--- config.mk ---
export PLATFORM = sky130hd
export DESIGN_NAME = yuv411_to_rgb_unpacker_unit
export DESIGN_NICKNAME = d
export VERILOG_FILES = /design/src/hw/rtl/y2r_pkg.sv /design/src/hw/rtl/y2r_front.sv /design/src/hw/rtl/y2r_queue.sv /design/src/hw/rtl/y2r_back.sv /design/src/hw/rtl/yuv411_to_rgb_unpacker_unit.sv
export SDC_FILE = /design/constraint.sdc
export NUM_CORES = 1
export LEC_CHECK = 0
export BUFFER_PORTS_ARGS = -buffer_cell sky130_fd_sc_hd__buf_2
export CORE_MARGIN = 8
export CORE_UTILIZATION = 63
export CTS_CLUSTER_DIAMETER = 80
export DETAILED_ROUTE_END_ITERATION = 10
export PLACE_DENSITY = 0.87
export SYNTH_ARGS = -nofsm -noshare
export SYNTH_HDL_FRONTEND = slang
export SYNTH_SLANG_ARGS = --single-unit
--- constraint.sdc ---
create_clock -name clk -period 7.1 [get_ports clk]
set_input_delay 1.065 -clock clk [delete_from_list [all_inputs] [get_ports clk]]
set_output_delay 1.065 -clock clk [all_outputs]
set_load 0.01 [all_outputs]
--- src/hw/rtl/y2r_pkg.sv ---
// shared types, constants and arithmetic helpers for the yuv 4:1:1 unpacker
`timescale 1ns / 1ps

package y2r_pkg;

    localparam int QUEUE_DEPTH = 2;

    // fixed-point chroma weights, scaled by 2048
    localparam logic [11:0] K_R_V = 12'd1434;
    localparam logic [11:0] K_G_U = 12'd406;
    localparam logic [11:0] K_G_V = 12'd595;
    localparam logic [11:0] K_B_U = 12'd2078;

    localparam logic [8:0] CHROMA_OFFSET = 9'd128;

    // one word's worth of pixels, all sharing one chroma pair
    typedef struct packed {
        logic            gray;
        logic [1:0]      last_idx;
        logic [3:0][7:0] luma;
        logic [7:0]      u;
        logic [7:0]      v;
    } job_t;

    // floor((c - 128) * k / 2048), fits -130..128
    function automatic logic signed [9:0] chroma_term(input logic [7:0] c,
                                                      input logic [11:0] k);
        logic signed [8:0]  cs;
        logic signed [21:0] p;
        cs = $signed({1'b0, c}) - $signed(CHROMA_OFFSET);
        p  = 22'(cs * $signed({1'b0, k}));
        return p[20:11];
    endfunction

    function automatic logic [7:0] clamp8(input logic signed [10:0] x);
        logic [7:0] r;
        if (x < 0)
        begin
            r = 8'd0;
        end
        else if (x > 11'sd255)
        begin
            r = 8'd255;
        end
        else
        begin
            r = x[7:0];
        end
        return r;
    endfunction

endpackage

--- src/hw/rtl/y2r_front.sv ---
// word intake: tracks group phase and held bytes, builds one pixel job per word
`timescale 1ns / 1ps

module y2r_front
(
    input  logic          clk,
    input  logic          rst_n,
    input  logic          gray_only,
    input  logic          in_valid,
    input  logic [31:0]   packed_word,
    input  logic          frame_start,
    input  logic          job_ready,
    output logic          in_ready,
    output logic          job_valid,
    output y2r_pkg::job_t job
);

    localparam logic [1:0] PH_FIRST  = 2'd0;
    localparam logic [1:0] PH_SECOND = 2'd1;
    localparam logic [1:0] PH_THIRD  = 2'd2;

    logic [1:0] phase_reg, phase_next;
    logic [7:0] held_u_reg, held_u_next;
    logic [7:0] held_v_reg, held_v_next;
    logic [7:0] pend_luma_reg, pend_luma_next;
    logic [7:0] pend_u_reg, pend_u_next;

    logic [1:0] phase_cur;
    logic [7:0] b0, b1, b2, b3;
    logic       xfer;

    assign b0 = packed_word[7:0];
    assign b1 = packed_word[15:8];
    assign b2 = packed_word[23:16];
    assign b3 = packed_word[31:24];

    assign in_ready  = job_ready;
    assign job_valid = in_valid;
    assign xfer      = in_valid && job_ready;
    assign phase_cur = frame_start ? PH_FIRST : phase_reg;

    always_comb
    begin
        phase_next     = phase_reg;
        held_u_next    = held_u_reg;
        held_v_next    = held_v_reg;
        pend_luma_next = pend_luma_reg;
        pend_u_next    = pend_u_reg;
        job.gray       = gray_only;
        job.last_idx   = 2'd1;
        job.luma       = '0;
        job.u          = b0;
        job.v          = b3;
        case (phase_cur)
            PH_SECOND:
            begin
                job.u = held_u_reg;
                job.v = held_v_reg;
                if (gray_only)
                begin
                    job.last_idx = 2'd2;
                    job.luma     = {8'd0, b3, b1, b0};
                end
                else
                begin
                    job.luma = {16'd0, b1, b0};
                end
                pend_u_next    = b2;
                pend_luma_next = b3;
                phase_next     = PH_THIRD;
            end
            PH_THIRD:
            begin
                job.u = pend_u_reg;
                job.v = b1;
                if (gray_only)
                begin
                    job.last_idx = 2'd2;
                    job.luma     = {8'd0, b3, b2, b0};
                end
                else
                begin
                    job.last_idx = 2'd3;
                    job.luma     = {b3, b2, b0, pend_luma_reg};
                end
                held_u_next = pend_u_reg;
                held_v_next = b1;
                phase_next  = PH_FIRST;
            end
            default:
            begin
                // first word of a group, also the unused phase code
                job.luma    = {16'd0, b2, b1};
                held_u_next = b0;
                held_v_next = b3;
                phase_next  = PH_SECOND;
            end
        endcase
    end

    always_ff @(posedge clk or negedge rst_n)
    begin
        if (!rst_n)
        begin
            phase_reg     <= PH_FIRST;
            held_u_reg    <= '0;
            held_v_reg    <= '0;
            pend_luma_reg <= '0;
            pend_u_reg    <= '0;
        end
        else if (xfer)
        begin
            phase_reg     <= phase_next;
            held_u_reg    <= held_u_next;
            held_v_reg    <= held_v_next;
            pend_luma_reg <= pend_luma_next;
            pend_u_reg    <= pend_u_next;
        end
    end

endmodule

--- src/hw/rtl/y2r_queue.sv ---
// short job queue between intake and pixel pipeline
`timescale 1ns / 1ps

module y2r_queue
#(
    parameter int DEPTH = y2r_pkg::QUEUE_DEPTH
)
(
    input  logic          clk,
    input  logic          rst_n,
    input  logic          push,
    input  y2r_pkg::job_t push_data,
    input  logic          pop,
    output logic          not_full,
    output logic          not_empty,
    output y2r_pkg::job_t head
);

    localparam int PW = (DEPTH > 1) ? $clog2(DEPTH) : 1;
    localparam int CW = $clog2(DEPTH + 1);
    localparam logic [PW-1:0] LAST_PTR = PW'(DEPTH - 1);
    localparam logic [CW-1:0] FULL_CNT = CW'(DEPTH);

    y2r_pkg::job_t mem [DEPTH];

    logic [PW-1:0] wr_ptr_reg, wr_ptr_next;
    logic [PW-1:0] rd_ptr_reg, rd_ptr_next;
    logic [CW-1:0] count_reg, count_next;

    assign not_full  = (count_reg != FULL_CNT);
    assign not_empty = (count_reg != '0);
    assign head      = mem[rd_ptr_reg];

    always_comb
    begin
        wr_ptr_next = wr_ptr_reg;
        rd_ptr_next = rd_ptr_reg;
        count_next  = count_reg;
        if (push)
        begin
            wr_ptr_next = (wr_ptr_reg == LAST_PTR) ? '0 : wr_ptr_reg + 1'b1;
        end
        if (pop)
        begin
            rd_ptr_next = (rd_ptr_reg == LAST_PTR) ? '0 : rd_ptr_reg + 1'b1;
        end
        if (push && !pop)
        begin
            count_next = count_reg + 1'b1;
        end
        else if (pop && !push)
        begin
            count_next = count_reg - 1'b1;
        end
    end

    always_ff @(posedge clk)
    begin
        if (push)
        begin
            mem[wr_ptr_reg] <= push_data;
        end
    end

    always_ff @(posedge clk or negedge rst_n)
    begin
        if (!rst_n)
        begin
            wr_ptr_reg <= '0;
            rd_ptr_reg <= '0;
            count_reg  <= '0;
        end
        else
        begin
            wr_ptr_reg <= wr_ptr_next;
            rd_ptr_reg <= rd_ptr_next;
            count_reg  <= count_next;
        end
    end

    a_no_overflow: assert property (@(posedge clk) disable iff (!rst_n)
        push |-> not_full)
        else $error("job queue written while full");

    a_no_underflow: assert property (@(posedge clk) disable iff (!rst_n)
        pop |-> not_empty)
        else $error("job queue read while empty");

    a_count_tracks: assert property (@(posedge clk) disable iff (!rst_n)
        (push && !pop) |=> count_reg == $past(count_reg) + 1'b1)
        else $error("job queue count lost a push");

endmodule

--- src/hw/rtl/y2r_back.sv ---
// pixel pipeline: one job pixel per unstalled cycle; converts, clamps
`timescale 1ns / 1ps

module y2r_back
(
    input  logic          clk,
    input  logic          rst_n,
    input  logic          job_avail,
    input  y2r_pkg::job_t head,
    output logic          job_pop,
    output logic          out_valid,
    output logic [31:0]   pixel,
    output logic          last,
    input  logic          out_ready
);

    logic [1:0] idx_reg, idx_next;
    logic       en;
    logic       issue;

    // stage b: selected pixel
    logic       b_valid_reg;
    logic [7:0] b_y_reg, b_u_reg, b_v_reg;
    logic       b_gray_reg, b_last_reg;

    // stage c: chroma terms
    logic              c_valid_reg;
    logic [7:0]        c_y_reg;
    logic signed [9:0] c_rt_reg, c_bt_reg;
    logic signed [10:0] c_gt_reg;
    logic              c_gray_reg, c_last_reg;

    // stage d: output register
    logic        d_valid_reg;
    logic [31:0] d_pixel_reg;
    logic        d_last_reg;

    logic signed [9:0]  gu_term, gv_term;
    logic signed [10:0] y_s, r_sum, g_sum, b_sum;
    logic [31:0]        pixel_next;

    // whole pipeline holds while the output waits
    assign en      = !d_valid_reg || out_ready;
    assign issue   = en && job_avail;
    assign job_pop = issue && (idx_reg == head.last_idx);

    assign idx_next = job_pop ? 2'd0 : idx_reg + 2'd1;

    assign gu_term = y2r_pkg::chroma_term(b_u_reg, y2r_pkg::K_G_U);
    assign gv_term = y2r_pkg::chroma_term(b_v_reg, y2r_pkg::K_G_V);

    assign y_s   = $signed({3'b000, c_y_reg});
    assign r_sum = y_s + {c_rt_reg[9], c_rt_reg};
    assign g_sum = y_s - c_gt_reg;
    assign b_sum = y_s + {c_bt_reg[9], c_bt_reg};

    always_comb
    begin
        if (c_gray_reg)
        begin
            pixel_next = {4{c_y_reg}};
        end
        else
        begin
            pixel_next = {c_y_reg, y2r_pkg::clamp8(b_sum),
                          y2r_pkg::clamp8(g_sum), y2r_pkg::clamp8(r_sum)};
        end
    end

    always_ff @(posedge clk or negedge rst_n)
    begin
        if (!rst_n)
        begin
            idx_reg     <= '0;
            b_valid_reg <= 1'b0;
            c_valid_reg <= 1'b0;
            d_valid_reg <= 1'b0;
        end
        else if (en)
        begin
            if (issue)
            begin
                idx_reg <= idx_next;
            end
            b_valid_reg <= issue;
            c_valid_reg <= b_valid_reg;
            d_valid_reg <= c_valid_reg;
        end
    end

    always_ff @(posedge clk)
    begin
        if (en)
        begin
            b_y_reg     <= head.luma[idx_reg];
            b_u_reg     <= head.u;
            b_v_reg     <= head.v;
            b_gray_reg  <= head.gray;
            b_last_reg  <= (idx_reg == head.last_idx);

            c_y_reg     <= b_y_reg;
            c_rt_reg    <= y2r_pkg::chroma_term(b_v_reg, y2r_pkg::K_R_V);
            c_bt_reg    <= y2r_pkg::chroma_term(b_u_reg, y2r_pkg::K_B_U);
            c_gt_reg    <= {gu_term[9], gu_term} + {gv_term[9], gv_term};
            c_gray_reg  <= b_gray_reg;
            c_last_reg  <= b_last_reg;

            d_pixel_reg <= pixel_next;
            d_last_reg  <= c_last_reg;
        end
    end

    assign out_valid = d_valid_reg;
    assign pixel     = d_pixel_reg;
    assign last      = d_last_reg;

    a_idx_in_job: assert property (@(posedge clk) disable iff (!rst_n)
        job_avail |-> idx_reg <= head.last_idx)
        else $error("pixel index past end of job");

    a_idle_idx_zero: assert property (@(posedge clk) disable iff (!rst_n)
        !job_avail |-> idx_reg == 2'd0)
        else $error("pixel index not rewound between jobs");

    a_pop_resets_idx: assert property (@(posedge clk) disable iff (!rst_n)
        job_pop |=> idx_reg == 2'd0)
        else $error("pixel index not cleared after job done");

endmodule

--- src/hw/rtl/yuv411_to_rgb_unpacker_unit.sv ---
// top level: yuv 4:1:1 word stream in, rgb or gray pixel stream out
`timescale 1ns / 1ps
// a transferred word is written to the job queue, then each pixel passes stages b, c, d
// throughput: one pixel per cycle while the output is ready; a word yields
// 2, 2, 4 pixels in colour and 2, 3, 3 in gray over the three words of a group
// the pixel pipeline is the limit; the job queue lets intake run ahead
// reset: phase and held bytes cleared, queue and pipeline emptied, colour mode

module yuv411_to_rgb_unpacker_unit
#(
    parameter int QUEUE_DEPTH = y2r_pkg::QUEUE_DEPTH
)
(
    input  logic        clk,
    input  logic        rst_n,
    input  logic        cfg_we,
    input  logic        cfg_wdata,      // gray_only
    input  logic        s_axis_tvalid,
    output logic        s_axis_tready,
    input  logic [31:0] s_axis_tdata,   // packed_word
    input  logic        s_axis_tuser,   // frame_start
    output logic        m_axis_tvalid,
    input  logic        m_axis_tready,
    output logic [31:0] m_axis_tdata,   // pixel
    output logic        m_axis_tlast
);

    logic          gray_only_reg;
    logic          q_not_full, q_not_empty, q_push, q_pop;
    y2r_pkg::job_t front_job, head_job;

    always_ff @(posedge clk or negedge rst_n)
    begin
        if (!rst_n)
        begin
            gray_only_reg <= 1'b0;
        end
        else if (cfg_we)
        begin
            gray_only_reg <= cfg_wdata;
        end
    end

    y2r_front u_front
    (
        .clk         (clk),
        .rst_n       (rst_n),
        .gray_only   (gray_only_reg),
        .in_valid    (s_axis_tvalid),
        .packed_word (s_axis_tdata),
        .frame_start (s_axis_tuser),
        .job_ready   (q_not_full),
        .in_ready    (s_axis_tready),
        .job_valid   (q_push),
        .job         (front_job)
    );

    y2r_queue #(.DEPTH(QUEUE_DEPTH)) u_queue
    (
        .clk       (clk),
        .rst_n     (rst_n),
        .push      (q_push && q_not_full),
        .push_data (front_job),
        .pop       (q_pop),
        .not_full  (q_not_full),
        .not_empty (q_not_empty),
        .head      (head_job)
    );

    y2r_back u_back
    (
        .clk       (clk),
        .rst_n     (rst_n),
        .job_avail (q_not_empty),
        .head      (head_job),
        .job_pop   (q_pop),
        .out_valid (m_axis_tvalid),
        .pixel     (m_axis_tdata),
        .last      (m_axis_tlast),
        .out_ready (m_axis_tready)
    );

endmodule

==> flow_summary.yaml, run 1 <==
sta:
  fin_crit_sh: 0.8658
  setup_tns_ns: 0
  worst_slew_pin_slew_ns: 1.276
  fin_crit_ns: 6.147
  clock_skew_ns: 0.01061
  finalMaxSlewViolations: 0
  slew_headroom: 0.1484
  rsz0062_at_grt: "false"
  fmax_ghz: 0.1627
  hold_viol: 0
  setup_viol: 0
placement:
  place_hpwl_um: 24350
  io_buffers: 73
  place_congestion: 0.8656
routing:
  vias: 11057
  first_pass_iters: 6
  ant_nets: 0
  drt_iter0_drc: 841
  drc: 0
  viasPerCell: 6.052
  wl_per_cell_um: 18.41
  finalWirelength_um: 33640
synth:
  synth.net_count: 1722
  syn_inst: 1395
  synthArstFlopShare: 0.1796
  syn_avg_cell_area_um2: 11.94
  ys_types: 70
  syn_area_um2: 16650
  ys_ff_latch: 245
  synth_edf_count: 201
  synthFlopType: "edfxtp_1"
  synth-seq-area-share: 0.4286
  yosysWarnings: 0
critical_path:
  r2r_end: "u_back.c_gt_reg[8]$_DFFE_PP_"
  path_max_fanout: 9
  end_kind: "register"
  reg2regPathDepth: 22
  setup.worst_path.class: "reg2reg"
  crit_path_end: "u_back.c_gt_reg[8]$_DFFE_PP_"
  cp_data_arrival_time_ns: 6.42
  path_cells: "inv_1, ha_1, inv_1, ha_1, fa_1, inv_1, fa_1, fa_1, inv_1, ha_1, o21ai_0, nand2b_1, a2111oi_0, nor2_1, xor2_1, ha_1, a21o_1, a21oi_1, o21bai_1, a21oi_1, o21ai_0, xor2_1"
  start_kind: "register"
  r2r_start: "u_back.b_v_reg[7]$_DFFE_PP_"
  crit_slowest_cell: "edfxtp_1"
  crit_required_ns: 7.37
  reg2reg_slack_ns: 0.95
  critPathLaunch: "u_back.b_v_reg[7]$_DFFE_PP_"
  max_stage_delay_ns: 0.64
die:
  dieHeight_um: 178.6
  core-area_um2: 25980
  io_pins: 74
  dieArea_um2: 31890
  start_util: 0.6407
  num_rows: 59
  die_x_um: 178.6
cts:
  cts_sinks: 245
  h-tree-depth: 1
  ctsHoldBuffers: 0
  cts_tree: "done"
  clk_latency_ns: 0.53
  numCtsBuffers: 26
  clockBufferDepth: 3
  post_cts_resized: 0
  post-cts-setup-buffers: 0
  cts-root-buf: "clkbuf_16"
  clk_pin_slew_ns: 0.06
grt:
  grt_use_total: 0.2150
  grt_pass1_wl_um: 55750
  grt_pass1_vias: 11655
  overflow: 0
  grt_max_degree: 89
  antenna_found_initial: 0
min_path:
  hold_start: "u_back.b_last_reg$_DFFE_PP_"
  min_path_type: "reg2reg"
layout:
  syn2layout_area_growth_pct: 9.882
  layout_commonest_cell: "ha_1"
  nets: 1799
  final_cell_mix: "ha_1, edfxtp_1, inv_1, buf_2, a21oi_1"
  drive_gt1_frac: 0.1428
  largest_reg_flops: 102
  num_antenna_cells: 0
  regMostFlops: "u_queue.mem"
status:
  status: "complete, no violations"
job:
  maxCapViolations: 0
==> worst max-delay path: cells and delay by family (launching register included) <==
| family | cells | cell delay [ns] |
|---|---|---|
| and+or+nand+nor | 2 | 0.27 |
| xor gates and xnor gates | 2 | 0.32 |
| adders and majority gates | 7 | 2.71 |
| AOI/OAI and AO/OA | 7 | 1.60 |
| DFF | 1 | 0.64 |
| buffers and inverters | 4 | 0.36 |
==> worst min-delay path by stage <==
stage,to,slack [ns],depth (start not counted)
floorplan,u_back.c_gray_reg$_DFFE_PP_,0.40,0
global route,u_back.c_last_reg$_DFFE_PP_,0.43,0
CTS,u_back.c_last_reg$_DFFE_PP_,0.42,0
finish,u_back.c_last_reg$_DFFE_PP_,0.41,0
detailed placement,u_back.c_last_reg$_DFFE_PP_,0.41,0
global placement,u_back.c_last_reg$_DFFE_PP_,0.40,0
==> Yosys cell counts (11+ instances only) <==
master | instances | area [um^2]
o21ai_0 | 59 | 295.3
xor2_1 | 21 | 183.9
nor2b_1 | 15 | 93.84
nor4_1 | 11 | 68.82
mux2i_1 | 30 | 300.3
a21o_1 | 13 | 97.59
mux4_2 | 16 | 360.4
nor3_1 | 19 | 95.09
ha_1 | 231 | 2890
xnor2_1 | 47 | 411.6
nand2b_1 | 13 | 81.33
nor2_1 | 57 | 214.0
clkbuf_1 | 24 | 90.09
edfxtp_1 | 201 | 6036
a21oi_1 | 61 | 305.3
dfrtp_1 | 44 | 1101
fa_1 | 57 | 1141
and2_1 | 13 | 81.33
mux2_2 | 48 | 540.5
a22oi_1 | 31 | 232.7
nand2_1 | 51 | 191.4
inv_1 | 198 | 743.2
==> layer usage <==
metal,vias up,wire length (um),track usage
li1,5198,-,-
met1,5327,12730,0.2467
met2,421,17290,0.3952
met3,111,2325,0.03450
met4,0,1295,0.08267
met5,-,0,0
==> kinds of logic after synthesis <==
family                   synth area share
AO/OA/AOI/OAI                      0.1066
XOR/XNOR                          0.03577
adder cells (fa/ha/maj)            0.2421
buffers and inverters             0.05245
flip-flops                         0.4286
multiplexers                      0.07214
AND/OR/NAND/NOR                   0.06222
==> per-stage QoR <==
stage	std cells	utilization	hold slack (ns)	setup slack (ns)	cell area, um^2
6_report	1827	0.7041	0.4113	0.9531	18300
5_1_grt	1827	0.7041	0.4328	0.4794	18300
4_1_cts	1827	0.7041	0.4160	0.9677	18300
3_5_place_dp	1779	0.6693	0.4052	1.166	17390
3_3_place_gp	1779	0.6693	0.4030	1.306	17390
2_1_floorplan	1395	-	0.4003	1.103	16650
==> area by class of cell <==
type,count,area (um^2)
Fill cell,1729,7690
Clock buffer,30,706.9
Sequential cell,245,7138
Inverter,198,743.2
Clock inverter,18,196.4
Multi-Input combinational cell,919,8658
Tap cell,335,419.2
Timing Repair Buffer,82,432.9
Power of run 1 is not shown: default switching activity piles up to over one toggle a cycle in this logic, so the estimate is an artifact.
==> run 2: changes to the inputs <==
--- a/config.mk
+++ b/config.mk
@@ -6,6 +6,7 @@
 export NUM_CORES = 1
 export LEC_CHECK = 0
 export BUFFER_PORTS_ARGS = -buffer_cell sky130_fd_sc_hd__buf_2
+export CAP_MARGIN = 20
 export CORE_MARGIN = 8
 export CORE_UTILIZATION = 63
 export CTS_CLUSTER_DIAMETER = 80
==> constraint.sdc (replaced) <==
create_clock -name clk -period 7.1 [get_ports clk]
set_input_delay 1.42 -clock clk [delete_from_list [all_inputs] [get_ports clk]]
set_output_delay 1.42 -clock clk [all_outputs]
set_load 0.01 [all_outputs]
==> flow_summary.yaml, run 2 (synthesis gave the netlist of run 1 again) <==
grt:
  antenna_found_initial: 0
  grt_pass1_vias: 11512
  grt_max_degree: 89
  grt_use_total: 0.2136
  grt_pass1_wl_um: 55320
  overflow: 0
routing:
  drt-met1-wl_um: 13230
  first_pass_iters: 5
  met2_wirelength_um: 17320
  drc: 0
  wl_met3_um: 1883
  dr.max_layer_used: "met4"
  vias: 10972
  viasPerCell: 5.992
  wl_per_cell_um: 18.30
  ant_nets: 0
  drt_iter0_drc: 784
  finalWirelength_um: 33520
critical_path:
  crit_slowest_cell: "edfxtp_1"
  end_kind: "register"
  setup.worst_path.class: "reg2reg"
  start_kind: "register"
  max_stage_delay_ns: 0.66
  crit_required_ns: 7.36
  path_cells: "inv_1, ha_1, inv_1, ha_1, fa_1, inv_1, fa_1, fa_1, inv_1, ha_1, o21ai_0, nand2b_1, a2111oi_0, nor2_1, xor2_1, ha_1, a21o_1, a21oi_1, o21bai_1, a21oi_1, o21ai_0, xor2_1"
  path_max_fanout: 9
  cp_data_arrival_time_ns: 6.60
  crit_buf_inv: 4
  cp_top_family: "adder cells"
sta:
  setup_tns_ns: 0
  hold_viol: 0
  slew_headroom: 0.3082
  rsz0062_at_grt: "false"
  fin_crit_sh: 0.8939
  finalMaxSlewViolations: 0
  worst_slew_pin_slew_ns: 1.038
  setup_viol: 0
  clock_skew_ns: 0.01652
  fmax_ghz: 0.1576
  fin_crit_ns: 6.346
cts:
  clockBufferDepth: 3
  cts_sinks: 245
  clk_pin_slew_ns: 0.06
  h-tree-depth: 1
  cts_tree: "done"
  post_cts_resized: 0
  cts-root-buf: "clkbuf_16"
  post-cts-setup-buffers: 0
  clk_latency_ns: 0.53
  ctsHoldBuffers: 0
  numCtsBuffers: 26
layout:
  seq_area_um2: 7138
  regMostFlops: "u_queue.mem"
  num_antenna_cells: 0
  layout_commonest_cell: "ha_1"
  fillCellCount: 1717
  final_cell_mix: "ha_1, edfxtp_1, inv_1, buf_2, a21oi_1"
  largest_reg_flops: 102
  multi_input_area_um2: 8658
  syn2layout_area_growth_pct: 10.14
  drive_gt1_frac: 0.1410
  nets: 1803
die:
  dieArea_um2: 31890
  core-area_um2: 25980
  die_x_um: 178.6
  io_pins: 74
  num_rows: 59
  dieHeight_um: 178.6
  start_util: 0.6407
placement:
  place_congestion: 0.8656
  place_hpwl_um: 24430
  io_buffers: 73
min_path:
  min_path_type: "reg2reg"
status:
  status: "complete, no violations"
job:
  maxCapViolations: 0
==> run 2: cell types whose count changed in the layout (fill, tap and decap cells not counted), sizes merged <==
| cell | change |
|---|---|
| buf | +4 |
| clkbuf | +3 |
| clkinvlp | -2 |
| clkinv | -1 |
==> run 2: worst paths after layout <==
path,start,end,slack [ns],cells after the start
setup / recovery,u_back.b_v_reg[7]$_DFFE_PP_,u_back.c_gt_reg[8]$_DFFE_PP_,0.75,22
hold / removal,u_back.b_last_reg$_DFFE_PP_,u_back.c_last_reg$_DFFE_PP_,0.41,0
hold reg to reg,u_back.b_last_reg$_DFFE_PP_,u_back.c_last_reg$_DFFE_PP_,0.41,0
setup reg to reg,u_back.b_v_reg[7]$_DFFE_PP_,u_back.c_gt_reg[8]$_DFFE_PP_,0.75,22
max in group asynchronous,rst_n,u_queue.rd_ptr_reg$_DFFE_PN0P_,5.92,2
min in group asynchronous,rst_n,u_front.held_u_reg[5]$_DFFE_PN0P_,0.71,1
==> run 2: area by class of cell <==
class | instances | share of cell area
clock inverters | 15 | 0.008597
clock buffers | 33 | 0.03916
repair buffers | 86 | 0.02743
flip-flops and latches | 245 | 0.3893
multi-input cells | 919 | 0.4722
well taps | 335 | 0.02286
inverters | 198 | 0.04053
==> run 2: worst register-to-register path: stages (launching register included) <==
cell       delay, ns
edfxtp_1        0.66
inv_1           0.13
ha_1            0.30
inv_1           0.10
ha_1            0.22
fa_1            0.51
inv_1           0.07
fa_1            0.52
fa_1            0.53
inv_1           0.05
ha_1            0.33
o21ai_0         0.19
nand2b_1        0.12
a2111oi_0       0.64
nor2_1          0.17
xor2_1          0.18
ha_1            0.33
a21o_1          0.20
a21oi_1         0.22
o21bai_1        0.09
a21oi_1         0.22
o21ai_0         0.16
xor2_1          0.16
==> run 2: per-layer routing <==
layer / vias up / track usage
li1: 5207 / -
met1: 5341 / 0.2444
met2: 336 / 0.3958
met3: 88 / 0.03493
met4: 0 / 0.07578
met5: - / 0
==> run 2: metrics by stage <==
step           hold WS (ns)  setup slack [ns]  cell area [um^2]  std cells    util
6_report             0.4143            0.7536             18340       1831  0.7057
3_5_place_dp         0.4061             1.152             17410       1780  0.6699
4_1_cts              0.4209            0.9095             18280       1828  0.7036
5_1_grt              0.4273            0.4506             18340       1831  0.7057
2_1_floorplan        0.4003             1.103             16650       1395       -
3_3_place_gp         0.4030             1.306             17390       1779  0.6693
Power of run 2 is left out for the same reason.
==> run 3: changes to the inputs <==
--- a/config.mk
+++ b/config.mk
@@ -7,10 +7,12 @@
 export LEC_CHECK = 0
 export BUFFER_PORTS_ARGS = -buffer_cell sky130_fd_sc_hd__buf_2
 export CAP_MARGIN = 20
+export CORE_ASPECT_RATIO = 1.25
 export CORE_MARGIN = 8
 export CORE_UTILIZATION = 63
 export CTS_CLUSTER_DIAMETER = 80
 export DETAILED_ROUTE_END_ITERATION = 10
+export GPL_ROUTABILITY_DRIVEN = 0
 export PLACE_DENSITY = 0.87
 export SYNTH_ARGS = -nofsm -noshare
 export SYNTH_HDL_FRONTEND = slang
==> flow_summary.yaml, run 3 (synthesis gave the netlist of run 1 again) <==
status:
  status: "complete, no violations"
die:
  die_x_um: 161.4
  core-area_um2: 26010
  dieHeight_um: 197.8
  dieArea_um2: 31920
  num_rows: 66
  start_util: 0.6401
  io_pins: 74
sta:
  fin_crit_sh: 0.8704
  rsz0062_at_grt: "false"
  fmax_ghz: 0.1618
  fin_hold_ws_ns: 0.4203
  slew_headroom: 0.2867
  setup_viol: 0
  worst_slew_pin_slew_ns: 1.068
  fin_ws_ns: 0.9201
  clock_skew_ns: 0.01465
  hold_viol: 0
  finalMaxSlewViolations: 0
  setup_tns_ns: 0
  fin_crit_ns: 6.180
placement:
  io_buffers: 73
  place_hpwl_um: 24850
  place_ws_ns: 1.161
routing:
  met2_wirelength_um: 17350
  wl_met3_um: 1668
  finalWirelength_um: 32710
  dr.max_layer_used: "met4"
  ant_nets: 0
  drc: 0
  drt_iter0_drc: 561
  first_pass_iters: 6
  viasPerCell: 5.996
  wl_per_cell_um: 17.88
  drt-met1-wl_um: 12470
  vias: 10966
layout:
  nets: 1798
  layout_commonest_cell: "ha_1"
  regMostFlops: "u_queue.mem"
  num_antenna_cells: 0
  largest_reg_flops: 102
  syn2layout_area_growth_pct: 8.897
  final_cell_mix: "ha_1, edfxtp_1, inv_1, buf_2, a21oi_1"
  drive_gt1_frac: 0.1350
  fillCellCount: 1766
critical_path:
  reg2regPathDepth: 22
  crit_required_ns: 7.35
  path_max_fanout: 9
  reg2reg_slack_ns: 0.92
  end_kind: "register"
  cp_data_arrival_time_ns: 6.43
  r2r_start: "u_back.b_v_reg[7]$_DFFE_PP_"
  start_kind: "register"
  setup.worst_path.class: "reg2reg"
  r2r_end: "u_back.c_gt_reg[8]$_DFFE_PP_"
min_path:
  min_path_type: "reg2reg"
  hold_end: "u_back.c_last_reg$_DFFE_PP_"
  hold_start: "u_back.b_last_reg$_DFFE_PP_"
  holdPathStages: 0
grt:
  grt_pass1_wl_um: 54070
  grt_pass1_vias: 11632
  grt_max_degree: 72
  antenna_found_initial: 0
  grt_use_total: 0.2056
  overflow: 0
cts:
  numCtsBuffers: 24
  clk_pin_slew_ns: 0.06
  cts_tree: "done"
  post_cts_resized: 0
  cts-root-buf: "clkbuf_16"
  post-cts-setup-buffers: 0
  ctsHoldBuffers: 0
  clockBufferDepth: 3
  clk_latency_ns: 0.53
  h-tree-depth: 1
  cts_sinks: 245
job:
  maxCapViolations: 0
==> run 3: metrics by stage <==
step | std cells | utilization | cell area [um^2]
2_1_floorplan | 1395 | - | 16650
3_3_place_gp | 1784 | 0.6688 | 17400
3_5_place_dp | 1785 | 0.6694 | 17410
4_1_cts | 1829 | 0.6970 | 18130
5_1_grt | 1829 | 0.6970 | 18130
6_report | 1829 | 0.6970 | 18130
==> run 3: cell type report <==
type	count	area (um^2)	area share
multi-input cells	919	8658	0.4775
flip-flops and latches	245	7138	0.3937
inverters	198	743.2	0.04099
clock buffers	33	655.6	0.03616
repair buffers	83	447.9	0.02471
well taps	340	425.4	0.02346
clock inverters	11	62.56	0.003450
==> run 3: worst max-delay path by stage <==
stage	from	end	slack, ns	cells past startpoint
2_1_floorplan	u_back.b_v_reg[7]$_DFFE_PP_	u_back.c_gt_reg[8]$_DFFE_PP_	1.10	23
3_3_place_gp	u_back.b_v_reg[7]$_DFFE_PP_	u_back.c_gt_reg[8]$_DFFE_PP_	1.32	22
3_5_place_dp	u_back.b_v_reg[7]$_DFFE_PP_	u_back.c_gt_reg[8]$_DFFE_PP_	1.16	22
4_1_cts	u_back.b_v_reg[7]$_DFFE_PP_	u_back.c_gt_reg[8]$_DFFE_PP_	1.01	22
5_1_grt	u_back.b_v_reg[7]$_DFFE_PP_	u_back.c_gt_reg[8]$_DFFE_PP_	0.47	22
6_report	u_back.b_v_reg[7]$_DFFE_PP_	u_back.c_gt_reg[8]$_DFFE_PP_	0.92	22
==> run 3: metal layers <==
| metal | vias up | global-route usage |
|---|---|---|
| li1 | 5199 | - |
| met1 | 5334 | 0.2235 |
| met2 | 332 | 0.3907 |
| met3 | 101 | 0.03117 |
| met4 | 0 | 0.08554 |
| met5 | - | 0 |
==> run 3: worst max-delay path, cell delays in order (launching register included) <==
cell	delay, ns
edfxtp_1	0.66
inv_1	0.13
ha_1	0.31
inv_1	0.10
ha_1	0.22
fa_1	0.51
inv_1	0.06
fa_1	0.50
fa_1	0.52
inv_1	0.04
ha_1	0.31
o21ai_0	0.20
nand2b_1	0.10
a2111oi_0	0.52
nor2_1	0.16
xor2_1	0.17
ha_1	0.33
a21o_1	0.19
a21oi_1	0.21
o21bai_1	0.09
a21oi_1	0.22
o21ai_0	0.17
xor2_1	0.16
Power of run 3 is left out for the same reason.
